### src/rtl/core/cpvpi_pkg.sv
// ----------------------------------------------------------------------------
// cpvpi_pkg
// Shared types and constants for the lift-axis position/velocity controller:
// operation codes, register indexes, loop limits and the microcode format.
// ----------------------------------------------------------------------------
package cpvpi_pkg;

	// operation codes carried in s_axis_tuser
	localparam logic [2:0] OP_TICK     = 3'd0;
	localparam logic [2:0] OP_SET_GOAL = 3'd1;
	localparam logic [2:0] OP_JOG      = 3'd2;
	localparam logic [2:0] OP_STOP     = 3'd3;
	localparam logic [2:0] OP_RESET    = 3'd4;

	// configuration register indexes
	localparam logic [2:0] REG_POS_GAIN     = 3'd0;
	localparam logic [2:0] REG_FF_GAIN      = 3'd1;
	localparam logic [2:0] REG_INNER_GAIN   = 3'd2;
	localparam logic [2:0] REG_LEAD_TICKS   = 3'd3;
	localparam logic [2:0] REG_BOTTOM_LIMIT = 3'd4;
	localparam logic [2:0] REG_TOP_LIMIT    = 3'd5;
	localparam logic [2:0] REG_MAX_STEP     = 3'd6;
	localparam logic [2:0] REG_SETTLE_BAND  = 3'd7;

	// loop limits
	localparam logic signed [31:0] INT_LIMIT      = 32'sd65536;
	localparam logic signed [15:0] MOTOR_LIMIT    = 16'sd32767;
	localparam logic signed [31:0] JOG_STEP       = 32'sd6554;
	localparam logic signed [16:0] JOG_DEADBAND   = 17'sd3277;
	localparam logic signed [32:0] GOAL_ALLOWANCE = 33'sd32768;
	localparam int                 FRAC_BITS      = 16;
	localparam int                 FRAC_SHR       = (FRAC_BITS >= 15) ? FRAC_BITS - 15 : 0;
	localparam int                 FRAC_SHL       = (FRAC_BITS < 15) ? 15 - FRAC_BITS : 0;

	// internal clamps on the wide intermediates
	localparam logic signed [43:0] VERR_LIM = 44'sd1099511627776;    // 2^40
	localparam logic signed [50:0] TSUM_LIM = 51'sd35184372088832;   // 2^45

	// microcode
	localparam int PC_W = 5;
	typedef logic [PC_W-1:0] pc_t;

	localparam pc_t PC_DISPATCH = 5'd0;
	localparam pc_t PC_CLAMP    = 5'd1;
	localparam pc_t PC_DIFF     = 5'd2;
	localparam pc_t PC_MOVE     = 5'd3;
	localparam pc_t PC_BAND     = 5'd4;
	localparam pc_t PC_PG_LO    = 5'd5;
	localparam pc_t PC_PG_HI    = 5'd6;
	localparam pc_t PC_FF_LO    = 5'd7;
	localparam pc_t PC_FF_HI    = 5'd8;
	localparam pc_t PC_VERR     = 5'd9;
	localparam pc_t PC_INTEG    = 5'd10;
	localparam pc_t PC_LD_LO    = 5'd11;
	localparam pc_t PC_LD_HI    = 5'd12;
	localparam pc_t PC_TSUM     = 5'd13;
	localparam pc_t PC_IN_LO    = 5'd14;
	localparam pc_t PC_IN_HI    = 5'd15;
	localparam pc_t PC_DRIVE    = 5'd16;
	localparam pc_t PC_MISC     = 5'd17;
	localparam pc_t PC_OUT      = 5'd18;

	typedef enum logic [3:0] {
		UOP_NOP,
		UOP_MISC,
		UOP_CLAMP_GOAL,
		UOP_DIFF,
		UOP_MOVE_SP,
		UOP_BAND,
		UOP_MAC_LO,
		UOP_MAC_HI,
		UOP_VERR,
		UOP_INTEG,
		UOP_TSUM,
		UOP_DRIVE,
		UOP_OUT
	} uop_t;

	typedef enum logic [1:0] {GAIN_POS, GAIN_FF, GAIN_INNER, GAIN_LEAD} gain_t;

	typedef enum logic [1:0] {COND_NONE, COND_ALWAYS, COND_NOT_TICK, COND_BAND} cond_t;

	typedef struct packed {
		uop_t  uop;
		gain_t gain;
		logic  ld_dsp;    // MAC_HI also loads setpoint change into operand
		cond_t cond;
		pc_t   target;
		logic  wait_out;  // hold until output register is free
		logic  done;
	} ucw_t;

	typedef struct packed {
		logic  fire;
		uop_t  uop;
		gain_t gain;
		logic  ld_dsp;
	} dp_ctl_t;

	typedef struct packed {
		logic is_tick;
		logic band_hit;
		logic out_free;
	} dp_stat_t;

endpackage

### src/rtl/core/cascaded_position_velocity_pi_top.sv
// ----------------------------------------------------------------------------
// cascaded_position_velocity_pi_top
// Lift-axis position controller: goal/jog handling, setpoint ramp, P+FF
// position loop feeding a clamped velocity PI, saturated motor command.
// ----------------------------------------------------------------------------
// Sequence: a tick beat runs dispatch, goal clamp, differences, setpoint move,
//   band check, P and FF products (skipped inside the settle band), velocity
//   error, integrator, lead product, sum, inner product, drive and output;
//   set goal, jog, stop, reset and unknown codes run dispatch, misc, output.
// A new beat is taken only when the last program ends; its length is set
//   mostly by the eight passes through the one MAC. A result still waiting on
//   m_axis_tready holds the program at its last step.
// Reset (arst_n low, async): gains 1.0, limits 0..64.0, max step 1.0,
//   settle band 0.5; all loop state zero; no result pending.
// ----------------------------------------------------------------------------
module cascaded_position_velocity_pi_top (
	input  logic        clk,
	input  logic        arst_n,

	// input beats
	input  logic        s_axis_tvalid,
	output logic        s_axis_tready,
	input  logic [79:0] s_axis_tdata,   // measured_position[31:0], goal_height[63:32],
	                                    // jog_command[79:64]
	input  logic [2:0]  s_axis_tuser,   // operation[2:0]

	// result beats
	output logic        m_axis_tvalid,
	input  logic        m_axis_tready,
	output logic [23:0] m_axis_tdata,   // motor_command[15:0], in_band[16],
	                                    // setpoint_at_goal[17], at_floor[18],
	                                    // at_top[19], zero[23:20]

	// register writes
	input  logic        cfg_valid,
	output logic        cfg_ready,
	input  logic [2:0]  cfg_index,
	input  logic [31:0] cfg_data
);
	import cpvpi_pkg::*;

	logic               busy;
	pc_t                pc;
	ucw_t               cw;
	dp_ctl_t            ctl;
	dp_stat_t           stat;
	logic               in_accept;
	logic signed [15:0] motor_command;
	logic               in_band, setpoint_at_goal, at_floor, at_top;

	// Single item in flight; the result register decouples the output side,
	// so the next beat is taken while a finished result still waits.
	assign s_axis_tready = !busy;
	assign in_accept     = s_axis_tvalid && s_axis_tready;

	// Writes always land at once; the user must issue them only while idle, the block does not enforce it.
	assign cfg_ready = 1'b1;

	// control store
	cpvpi_ucode_rom u_rom (
		.pc (pc),
		.cw (cw)
	);

	// step counter and branch logic
	cpvpi_seq u_seq (
		.clk    (clk),
		.arst_n (arst_n),
		.start  (in_accept),
		.cw     (cw),
		.stat   (stat),
		.busy   (busy),
		.pc     (pc),
		.ctl    (ctl)
	);

	// datapath: state, MAC, clamps, result register
	cpvpi_dp u_dp (
		.clk               (clk),
		.arst_n            (arst_n),
		.load              (in_accept),
		.operation         (s_axis_tuser),
		.measured_position ($signed(s_axis_tdata[31:0])),
		.goal_height       ($signed(s_axis_tdata[63:32])),
		.jog_command       ($signed(s_axis_tdata[79:64])),
		.cfg_we            (cfg_valid && cfg_ready),
		.cfg_index         (cfg_index),
		.cfg_data          (cfg_data),
		.ctl               (ctl),
		.out_ready         (m_axis_tready),
		.stat              (stat),
		.out_valid         (m_axis_tvalid),
		.motor_command     (motor_command),
		.in_band           (in_band),
		.setpoint_at_goal  (setpoint_at_goal),
		.at_floor          (at_floor),
		.at_top            (at_top)
	);

	assign m_axis_tdata = {4'b0000, at_top, at_floor, setpoint_at_goal, in_band,
		motor_command};

	// every accepted beat starts the program at the dispatch step
	assert property (@(posedge clk) disable iff (!arst_n)
		in_accept |=> (busy && pc == PC_DISPATCH))
		else $error("program did not start at dispatch");

	// the step counter never leaves the program
	assert property (@(posedge clk) disable iff (!arst_n)
		busy |-> (pc <= PC_OUT))
		else $error("step counter out of program range");

	// a result only appears as the end of a running program
	assert property (@(posedge clk) disable iff (!arst_n)
		$rose(m_axis_tvalid) |-> ($past(busy) && $past(pc) == PC_OUT))
		else $error("result valid without program end");

	// drive stays inside the motor limit
	assert property (@(posedge clk) disable iff (!arst_n)
		m_axis_tvalid |-> (motor_command <= MOTOR_LIMIT && motor_command >= -MOTOR_LIMIT))
		else $error("motor command beyond limit");

endmodule

### src/rtl/core/cpvpi_ucode_rom.sv
// ----------------------------------------------------------------------------
// cpvpi_ucode_rom
// Control store: one control word per program step.
// ----------------------------------------------------------------------------
module cpvpi_ucode_rom (
	input  cpvpi_pkg::pc_t  pc,
	output cpvpi_pkg::ucw_t cw
);
	import cpvpi_pkg::*;

	function automatic ucw_t mk(uop_t u, gain_t g, logic ld, cond_t c, pc_t t, logic w,
			logic d);
		ucw_t r;
		r.uop      = u;
		r.gain     = g;
		r.ld_dsp   = ld;
		r.cond     = c;
		r.target   = t;
		r.wait_out = w;
		r.done     = d;
		return r;
	endfunction

	always_comb begin
		unique case (pc)
			PC_DISPATCH: cw = mk(UOP_NOP, GAIN_POS, 1'b0, COND_NOT_TICK, PC_MISC, 1'b0, 1'b0);
			PC_CLAMP:    cw = mk(UOP_CLAMP_GOAL, GAIN_POS, 1'b0, COND_NONE, PC_DISPATCH, 1'b0, 1'b0);
			PC_DIFF:     cw = mk(UOP_DIFF, GAIN_POS, 1'b0, COND_NONE, PC_DISPATCH, 1'b0, 1'b0);
			PC_MOVE:     cw = mk(UOP_MOVE_SP, GAIN_POS, 1'b0, COND_NONE, PC_DISPATCH, 1'b0, 1'b0);
			// inside the band the P/FF products are not needed
			PC_BAND:     cw = mk(UOP_BAND, GAIN_POS, 1'b0, COND_BAND, PC_VERR, 1'b0, 1'b0);
			PC_PG_LO:    cw = mk(UOP_MAC_LO, GAIN_POS, 1'b0, COND_NONE, PC_DISPATCH, 1'b0, 1'b0);
			PC_PG_HI:    cw = mk(UOP_MAC_HI, GAIN_POS, 1'b1, COND_NONE, PC_DISPATCH, 1'b0, 1'b0);
			PC_FF_LO:    cw = mk(UOP_MAC_LO, GAIN_FF, 1'b0, COND_NONE, PC_DISPATCH, 1'b0, 1'b0);
			PC_FF_HI:    cw = mk(UOP_MAC_HI, GAIN_FF, 1'b0, COND_NONE, PC_DISPATCH, 1'b0, 1'b0);
			PC_VERR:     cw = mk(UOP_VERR, GAIN_POS, 1'b0, COND_NONE, PC_DISPATCH, 1'b0, 1'b0);
			PC_INTEG:    cw = mk(UOP_INTEG, GAIN_POS, 1'b0, COND_NONE, PC_DISPATCH, 1'b0, 1'b0);
			PC_LD_LO:    cw = mk(UOP_MAC_LO, GAIN_LEAD, 1'b0, COND_NONE, PC_DISPATCH, 1'b0, 1'b0);
			PC_LD_HI:    cw = mk(UOP_MAC_HI, GAIN_LEAD, 1'b0, COND_NONE, PC_DISPATCH, 1'b0, 1'b0);
			PC_TSUM:     cw = mk(UOP_TSUM, GAIN_POS, 1'b0, COND_NONE, PC_DISPATCH, 1'b0, 1'b0);
			PC_IN_LO:    cw = mk(UOP_MAC_LO, GAIN_INNER, 1'b0, COND_NONE, PC_DISPATCH, 1'b0, 1'b0);
			PC_IN_HI:    cw = mk(UOP_MAC_HI, GAIN_INNER, 1'b0, COND_NONE, PC_DISPATCH, 1'b0, 1'b0);
			PC_DRIVE:    cw = mk(UOP_DRIVE, GAIN_POS, 1'b0, COND_ALWAYS, PC_OUT, 1'b0, 1'b0);
			PC_MISC:     cw = mk(UOP_MISC, GAIN_POS, 1'b0, COND_NONE, PC_DISPATCH, 1'b0, 1'b0);
			PC_OUT:      cw = mk(UOP_OUT, GAIN_POS, 1'b0, COND_NONE, PC_DISPATCH, 1'b1, 1'b1);
			default:     cw = mk(UOP_NOP, GAIN_POS, 1'b0, COND_NONE, PC_DISPATCH, 1'b0, 1'b1);
		endcase
	end

endmodule

### src/rtl/core/cpvpi_seq.sv
// ----------------------------------------------------------------------------
// cpvpi_seq
// Step counter with conditional jumps; issues control words to the datapath.
// ----------------------------------------------------------------------------
module cpvpi_seq (
	input  logic               clk,
	input  logic               arst_n,
	input  logic               start,
	input  cpvpi_pkg::ucw_t    cw,
	input  cpvpi_pkg::dp_stat_t stat,
	output logic               busy,
	output cpvpi_pkg::pc_t     pc,
	output cpvpi_pkg::dp_ctl_t ctl
);
	import cpvpi_pkg::*;

	logic busy_q;
	pc_t  pc_q;
	logic stall;
	logic jump;

	assign stall = cw.wait_out && !stat.out_free;

	always_comb begin
		unique case (cw.cond)
			COND_NONE:     jump = 1'b0;
			COND_ALWAYS:   jump = 1'b1;
			COND_NOT_TICK: jump = !stat.is_tick;
			COND_BAND:     jump = stat.band_hit;
			default:       jump = 1'b0;
		endcase
	end

	always_ff @(posedge clk or negedge arst_n) begin
		if (!arst_n) begin
			busy_q <= 1'b0;
			pc_q   <= PC_DISPATCH;
		end else if (start) begin
			busy_q <= 1'b1;
			pc_q   <= PC_DISPATCH;
		end else if (busy_q && !stall) begin
			if (cw.done) begin
				busy_q <= 1'b0;
			end else if (jump) begin
				pc_q <= cw.target;
			end else begin
				pc_q <= pc_q + 1'b1;
			end
		end
	end

	assign busy       = busy_q;
	assign pc         = pc_q;
	assign ctl.fire   = busy_q && !stall;
	assign ctl.uop    = cw.uop;
	assign ctl.gain   = cw.gain;
	assign ctl.ld_dsp = cw.ld_dsp;

endmodule

### src/rtl/core/cpvpi_dp.sv
// ----------------------------------------------------------------------------
// cpvpi_dp
// Datapath: loop state, config registers, shared 17x25 multiply-accumulate,
// compare/clamp unit and the result register.
// ----------------------------------------------------------------------------
module cpvpi_dp (
	input  logic                clk,
	input  logic                arst_n,
	input  logic                load,
	input  logic [2:0]          operation,
	input  logic signed [31:0]  measured_position,
	input  logic signed [31:0]  goal_height,
	input  logic signed [15:0]  jog_command,
	input  logic                cfg_we,
	input  logic [2:0]          cfg_index,
	input  logic [31:0]         cfg_data,
	input  cpvpi_pkg::dp_ctl_t  ctl,
	input  logic                out_ready,
	output cpvpi_pkg::dp_stat_t stat,
	output logic                out_valid,
	output logic signed [15:0]  motor_command,
	output logic                in_band,
	output logic                setpoint_at_goal,
	output logic                at_floor,
	output logic                at_top
);
	import cpvpi_pkg::*;

	function automatic logic signed [32:0] sx33(logic signed [31:0] v);
		return $signed({v[31], v});
	endfunction

	function automatic logic signed [31:0] clamp32(logic signed [31:0] v,
			logic signed [31:0] lo, logic signed [31:0] hi);
		logic signed [31:0] c;
		c = v;
		if (c < lo) c = lo;
		if (c > hi) c = hi;
		return c;
	endfunction

	// config
	logic [15:0]        pos_gain_q, ff_gain_q, inner_gain_q, lead_ticks_q;
	logic signed [31:0] bottom_q, top_q;
	logic [30:0]        max_step_q, settle_q;

	// loop state
	logic signed [31:0] goal_q, sp_q, psp_q, ppos_q, vint_q;
	logic signed [15:0] drive_q;
	logic               band_q, jogging_q;

	// item and scratch
	logic [2:0]         op_q;
	logic signed [31:0] pos_q, gh_q;
	logic signed [15:0] jog_q;
	logic signed [32:0] a_q, v_q;
	logic signed [43:0] e_q;
	logic signed [47:0] x_q;
	logic signed [63:0] acc_q;

	// result register
	logic               out_valid_q;
	logic signed [15:0] motor_q;
	logic               in_band_q, sag_q, floor_q, top_hit_q;

	// combinational
	logic signed [32:0] gsp_d, vel_d, gpos_d, perr_d, dsp_d, ms_s, sb_s, step_d;
	logic signed [31:0] goal_clamped, gh_clamped;
	logic               band_now, sag_now, out_free;
	logic [15:0]        gain_sel;
	logic signed [24:0] chunk;
	logic signed [41:0] prod;
	logic signed [63:0] term, acc_sh, m_d;
	logic signed [43:0] vcmd_d, e_next, e_clamped, acc_lo44;
	logic signed [44:0] isum, ilim;
	logic signed [31:0] vint_next;
	logic signed [50:0] tsum, acc_lo51;
	logic signed [47:0] t_clamped;
	logic signed [15:0] drive_next;
	logic signed [16:0] jog_x;
	logic               jog_up, jog_dead, jog_block;
	logic signed [32:0] jog_sum;
	logic signed [31:0] jog_goal;

	assign gsp_d  = sx33(goal_q) - sx33(sp_q);
	assign vel_d  = sx33(pos_q) - sx33(ppos_q);
	assign gpos_d = sx33(goal_q) - sx33(pos_q);
	assign perr_d = sx33(sp_q) - sx33(pos_q);
	assign dsp_d  = sx33(sp_q) - sx33(psp_q);
	assign ms_s   = $signed({2'b00, max_step_q});
	assign sb_s   = $signed({2'b00, settle_q});

	assign goal_clamped = clamp32(goal_q, bottom_q, top_q);
	assign gh_clamped   = clamp32(gh_q, bottom_q, top_q);

	assign band_now = (gpos_d <= sb_s) && (gpos_d >= -sb_s);
	assign sag_now  = (gsp_d <= GOAL_ALLOWANCE) && (gsp_d >= -GOAL_ALLOWANCE);
	assign out_free = !out_valid_q || out_ready;

	// setpoint step limit
	always_comb begin
		if (a_q > ms_s) begin
			step_d = ms_s;
		end else if (a_q < -ms_s) begin
			step_d = -ms_s;
		end else begin
			step_d = a_q;
		end
	end

	// shared multiplier: unsigned gain times one 24-bit chunk of the operand
	always_comb begin
		unique case (ctl.gain)
			GAIN_POS:   gain_sel = pos_gain_q;
			GAIN_FF:    gain_sel = ff_gain_q;
			GAIN_INNER: gain_sel = inner_gain_q;
			GAIN_LEAD:  gain_sel = lead_ticks_q;
			default:    gain_sel = pos_gain_q;
		endcase
		if (ctl.uop == UOP_MAC_HI) begin
			chunk = $signed({x_q[47], x_q[47:24]});
		end else begin
			chunk = $signed({1'b0, x_q[23:0]});
		end
		prod = $signed({1'b0, gain_sel}) * chunk;
		term = $signed({{22{prod[41]}}, prod});
		if (ctl.uop == UOP_MAC_HI) begin
			term = term <<< 24;
		end
	end

	assign acc_sh   = acc_q >>> 8;
	assign acc_lo44 = acc_sh[43:0];
	assign acc_lo51 = acc_sh[50:0];

	// velocity error and integrator
	always_comb begin
		vcmd_d = band_q ? 44'sd0 : acc_lo44;
		e_next = vcmd_d - $signed({{11{v_q[32]}}, v_q});

		isum = $signed({e_q[43], e_q}) + $signed({{13{vint_q[31]}}, vint_q});
		ilim = $signed({{13{INT_LIMIT[31]}}, INT_LIMIT});
		if (isum > ilim) begin
			vint_next = INT_LIMIT;
		end else if (isum < -ilim) begin
			vint_next = -INT_LIMIT;
		end else begin
			vint_next = isum[31:0];
		end

		if (e_q > VERR_LIM) begin
			e_clamped = VERR_LIM;
		end else if (e_q < -VERR_LIM) begin
			e_clamped = -VERR_LIM;
		end else begin
			e_clamped = e_q;
		end

		tsum = acc_lo51 + $signed({{19{vint_q[31]}}, vint_q});
		if (tsum > TSUM_LIM) begin
			t_clamped = TSUM_LIM[47:0];
		end else if (tsum < -TSUM_LIM) begin
			t_clamped = -TSUM_LIM[47:0];
		end else begin
			t_clamped = tsum[47:0];
		end

		m_d = (acc_sh >>> FRAC_SHR) <<< FRAC_SHL;
		if (m_d > $signed({{48{1'b0}}, MOTOR_LIMIT})) begin
			drive_next = MOTOR_LIMIT;
		end else if (m_d < -$signed({{48{1'b0}}, MOTOR_LIMIT})) begin
			drive_next = -MOTOR_LIMIT;
		end else begin
			drive_next = m_d[15:0];
		end
	end

	// manual jog
	always_comb begin
		jog_x     = $signed({jog_q[15], jog_q});
		jog_up    = jog_q > 16'sd0;
		jog_dead  = (jog_x < JOG_DEADBAND) && (jog_x > -JOG_DEADBAND);
		jog_block = jog_up ? (pos_q >= top_q) : (pos_q <= bottom_q);
		jog_sum   = jog_up ? sx33(goal_q) + sx33(JOG_STEP) : sx33(goal_q) - sx33(JOG_STEP);
		if (jog_sum[32] != jog_sum[31]) begin
			jog_goal = jog_sum[32] ? $signed({1'b1, 31'd0}) : $signed({1'b0, {31{1'b1}}});
		end else begin
			jog_goal = jog_sum[31:0];
		end
	end

	// config and loop state
	always_ff @(posedge clk or negedge arst_n) begin
		if (!arst_n) begin
			pos_gain_q   <= 16'd256;
			ff_gain_q    <= 16'd256;
			inner_gain_q <= 16'd256;
			lead_ticks_q <= 16'd256;
			bottom_q     <= 32'sd0;
			top_q        <= 32'sd4194304;
			max_step_q   <= 31'd65536;
			settle_q     <= 31'd32768;
			goal_q       <= '0;
			sp_q         <= '0;
			psp_q        <= '0;
			ppos_q       <= '0;
			vint_q       <= '0;
			drive_q      <= '0;
			band_q       <= 1'b0;
			jogging_q    <= 1'b0;
			out_valid_q  <= 1'b0;
		end else begin
			if (cfg_we) begin
				unique case (cfg_index)
					REG_POS_GAIN:     pos_gain_q   <= cfg_data[15:0];
					REG_FF_GAIN:      ff_gain_q    <= cfg_data[15:0];
					REG_INNER_GAIN:   inner_gain_q <= cfg_data[15:0];
					REG_LEAD_TICKS:   lead_ticks_q <= cfg_data[15:0];
					REG_BOTTOM_LIMIT: bottom_q     <= $signed(cfg_data);
					REG_TOP_LIMIT:    top_q        <= $signed(cfg_data);
					REG_MAX_STEP:     max_step_q   <= cfg_data[30:0];
					REG_SETTLE_BAND:  settle_q     <= cfg_data[30:0];
					default:          ;
				endcase
			end

			if (ctl.fire && ctl.uop == UOP_OUT) begin
				out_valid_q <= 1'b1;
			end else if (out_ready) begin
				out_valid_q <= 1'b0;
			end

			if (ctl.fire) begin
				unique case (ctl.uop)
					UOP_CLAMP_GOAL: goal_q <= goal_clamped;
					UOP_MOVE_SP:    sp_q   <= sp_q + step_d[31:0];
					UOP_BAND:       band_q <= band_now;
					UOP_INTEG:      vint_q <= vint_next;
					UOP_DRIVE: begin
						drive_q <= drive_next;
						ppos_q  <= pos_q;
						psp_q   <= sp_q;
					end
					UOP_MISC: begin
						unique case (op_q)
							OP_SET_GOAL: begin
								jogging_q <= 1'b0;
								goal_q    <= gh_clamped;
							end
							OP_JOG: begin
								if (!jog_dead && !jog_block) begin
									jogging_q <= 1'b1;
									goal_q    <= jogging_q ? jog_goal : pos_q;
								end
							end
							OP_STOP: begin
								goal_q <= pos_q;
								sp_q   <= pos_q;
								psp_q  <= pos_q;
								ppos_q <= pos_q;
							end
							OP_RESET: begin
								goal_q    <= pos_q;
								sp_q      <= pos_q;
								psp_q     <= pos_q;
								ppos_q    <= pos_q;
								vint_q    <= '0;
								drive_q   <= '0;
								jogging_q <= 1'b0;
								band_q    <= 1'b0;
							end
							default: ;
						endcase
					end
					default: ;
				endcase
			end
		end
	end

	// item registers, scratch and result payload
	always_ff @(posedge clk) begin
		if (load) begin
			op_q  <= operation;
			pos_q <= measured_position;
			gh_q  <= goal_height;
			jog_q <= jog_command;
		end
		if (ctl.fire) begin
			unique case (ctl.uop)
				UOP_DIFF: begin
					a_q <= gsp_d;
					v_q <= vel_d;
				end
				UOP_BAND: begin
					x_q   <= $signed({{15{perr_d[32]}}, perr_d});
					acc_q <= '0;
				end
				UOP_MAC_LO: acc_q <= acc_q + term;
				UOP_MAC_HI: begin
					acc_q <= acc_q + term;
					if (ctl.ld_dsp) begin
						x_q <= $signed({{15{dsp_d[32]}}, dsp_d});
					end
				end
				UOP_VERR: e_q <= e_next;
				UOP_INTEG: begin
					x_q   <= $signed({{4{e_clamped[43]}}, e_clamped});
					acc_q <= '0;
				end
				UOP_TSUM: begin
					x_q   <= t_clamped;
					acc_q <= '0;
				end
				UOP_OUT: begin
					motor_q   <= drive_q;
					in_band_q <= band_q;
					sag_q     <= sag_now;
					floor_q   <= pos_q <= bottom_q;
					top_hit_q <= pos_q >= top_q;
				end
				default: ;
			endcase
		end
	end

	assign stat.is_tick  = op_q == OP_TICK;
	assign stat.band_hit = band_now;
	assign stat.out_free = out_free;

	assign out_valid        = out_valid_q;
	assign motor_command    = motor_q;
	assign in_band          = in_band_q;
	assign setpoint_at_goal = sag_q;
	assign at_floor         = floor_q;
	assign at_top           = top_hit_q;

endmodule
### config.mk
export PLATFORM = sky130hd
export DESIGN_NAME = cascaded_position_velocity_pi_top
export DESIGN_NICKNAME = d
export VERILOG_FILES = /design/src/rtl/core/cpvpi_pkg.sv /design/src/rtl/core/cascaded_position_velocity_pi_top.sv /design/src/rtl/core/cpvpi_ucode_rom.sv /design/src/rtl/core/cpvpi_seq.sv /design/src/rtl/core/cpvpi_dp.sv
export SDC_FILE = /design/constraint.sdc
export NUM_CORES = 2
export LEC_CHECK = 0
export BUFFER_PORTS_ARGS = -buffer_cell sky130_fd_sc_hd__buf_2
export CAP_MARGIN = 20
export CORE_MARGIN = 2
export CORE_UTILIZATION = 40
export DETAILED_ROUTE_END_ITERATION = 8
export GPL_TIMING_DRIVEN = 0
export PLACE_DENSITY = 0.6
export SYNTH_ARGS = -nofsm -noshare
export SYNTH_HDL_FRONTEND = slang
export SYNTH_SLANG_ARGS = --single-unit
### constraint.sdc
create_clock -name clk -period 18 [get_ports clk]
set_input_delay 0.9 -clock clk [delete_from_list [all_inputs] [get_ports clk]]
set_output_delay 0.9 -clock clk [all_outputs]
set_load 0.01 [all_outputs]
==> run metrics <==
IO buf count ~140; Yosys cell types 106; top_reg_cell synth dfrtp_1; Fill cells approximately 18000; Inserted Clock Buffers 86; Max Cap Violations 0; Rel. slew slack 12.1%; die width ~440 um; WP data required 18.50 ns; TritonCTS clock tree done; Met1 Wirelength 120000 um; share of cells above drive strength 1 7.77%; row count 159; Slowest-stage cell, CP nor3_1; register area share after synthesis 25.4%; post_cts resized 0; number of global-route vias before repair approximately 66000; post-synthesis average cell area a little under 9 um2; status complete, no violations; Tmin final 16.28 ns; final wirelength 295000 um; Core Area ~190000 um2; kind of critical path reg -> reg; antenna-violating nets left 0; YS warnings 0; Total GRT Usage 30.2%; DRC 0; most common cell after layout, fill and taps aside inv_1; gr ovfl total 0; DIE AREA slightly below 200000 um2; worst min path class in -> async; Final period util 90.5%; Area Growth Syn to Fin 9.67%; Least-Margin Pin Slew 1.32 ns; die height around 440 um; initial core utilization 40.2%; Async SR Flop Fraction 53.6%; final core occ 44.1%; clock-pin slew on the worst setup and hold paths 0.07 ns; RSZ-0062 raised after global routing no; # setup viols final 0; most frequent cells in the layout 916 x inv_1, 853 x ha_1, 846 x nand2_1, 610 x a21oi_1, 605 x nor2_1; clock buffer depth 3; initial antenna violation count 10; root buffer cell clkbuf_16; worst-skew pair later-pin latency 0.76 ns; WL met3 20600 um; setup bufs post-CTS 0; f_max 61.4 MHz; DP Wirelength 242000 um; routed vias/inst just under 6; vias between 60000 and 70000; Hold Fails Final Rpt 0; Routed WL per cell 26.0 um; H-tree level count 3; RePlAce Congestion roughly 1; post-synthesis register bit count 700; Top Metal Used met5; # hold bufs at CTS 0; cell mode on critical path fa_1; largest net degree at the start of global routing 120; clk sink count 700; WL met2 about 130000 um; post-synthesis cell area approximately 75000 um2; Layout Nets 10200; CP endpoint kind register; max-slew violation count 0; Initial DRC Count 5990; Post-synth EDFFs 325; post-route setup TNS 0 ns; Setup crit start kind register; Worst Path Arrival about 17 ns; first-pass GRT wire length 432000 um; CP max stage delay 0.85 ns; I/O Pins 150; Gate Count Post-Synth 8534; drt first pass iters 6; Clock Skew about 0.090 ns; crit-path max FO 10
[Yosys cell counts, types with 118 or more instances]
cell type / count / area [um2]
a21o_1: 344 / 2580
mux2_2: 250 / 2820
nand4_1: 141 / 882
nor2b_1: 118 / 738
o21ai_0: 489 / 2450
xnor2_1: 307 / 2690
fa_1: 402 / 8050
nand2_1: 846 / 3180
dfrtp_1: 368 / 9210
inv_1: 917 / 3440
nor3_1: 118 / 591
clkbuf_1: 253 / 950
edfxtp_1: 325 / 9760
ha_1: 853 / 10700
xor2_1: 148 / 1300
nor2_1: 606 / 2270
a21oi_1: 611 / 3060
[worst max-delay path, delay by kind of cell (launching register included)]
kind / cells / cell delay (ns)
buffers and inverters: 7 / 1.90
muxes: 1 / 0.35
adders and majority gates: 9 / 4.41
AOI/OAI and AO/OA: 19 / 5.30
DFF: 1 / 0.52
xor gates and xnor gates: 2 / 0.88
and+or+nand+nor: 10 / 2.64
[per-layer routing]
metal,vias up,track usage (%)
met2,2701,49.0
met3,702,4.39
li1,30700,-
met5,-,0
met4,4,16.9
met1,33000,38.4
[final cells by class]
| class | count | area, um2 | share of cell area [%] |
|---|---|---|---|
| Clock buffer | 111 | 2370 | 2.86 |
| Timing Repair Buffer | 178 | 1190 | 1.44 |
| Buffer | 297 | 1210 | 1.46 |
| Antenna cell | 3 | 7.51 | 0.00907 |
| Multi-Input combinational cell | 6620 | 51700 | 62.5 |
| Tap cell | 2495 | 3120 | 3.77 |
| Sequential cell | 700 | 19200 | 23.1 |
| Clock inverter | 49 | 549 | 0.663 |
| Inverter | 920 | 3460 | 4.17 |
[flip-flops by register name, summed over array words and instances, names as in the netlist, 33 cells and up]
name and count:
u_dp.x_q 48, u_dp.a_q 33, u_dp.v_q 33, u_dp.acc_q 64, u_dp.e_q 44
[per-stage QoR]
| step | worst slack [ns] | hold WS [ns] | instance area, um2 | instances |
|---|---|---|---|---|
| floorplan | 6.26 | 0.425 | 75500 | 8537 |
| detailed placement | 2.17 | 0.434 | 79900 | 11200 |
| CTS | 2.07 | 0.0223 | 82800 | 11400 |
| finish | 1.72 | 0.0585 | 82800 | 11400 |
| global placement | 2.00 | 0.433 | 79300 | 11200 |
| global route | 1.06 | 0.0589 | 82800 | 11400 |
[worst paths after layout]
check                           cells after the start                endpoint  slack (ns)        startpoint
worst max-delay path                               48          u_dp.acc_q[63]        1.72       u_seq.pc[0]
worst min-delay path                                1       u_dp.settle_q[10]        0.06            arst_n
worst max register to register                     48          u_dp.acc_q[63]        1.72       u_seq.pc[0]
worst min register to register                      0  u_dp.motor_command[10]        0.45  u_dp.drive_q[10]
max in group asynchronous                           3         u_dp.vint_q[30]       16.29            arst_n
min in group clk                                    1           u_dp.gh_q[14]        0.32  s_axis_tdata[46]
[logic make-up (layout without fill, tap and decap cells)]
logic type | count (synthesis) | count (layout) | share of synthesized area [%]
AO/OA/AOI/OAI | 2237 | 2237 | 19.0
XOR/XNOR | 455 | 455 | 5.28
adder cells (fa/ha/maj) | 1255 | 1255 | 24.8
buffers and inverters | 1217 | 1555 | 6.17
flip-flops | 700 | 700 | 25.4
multiplexers | 325 | 325 | 4.89
other | 2 | 8 | 0.00995
AND/OR/NAND/NOR | 2343 | 2343 | 14.5
Power is not shown: default switching activity piles up to over one toggle a cycle in this logic, so the estimate is an artifact.
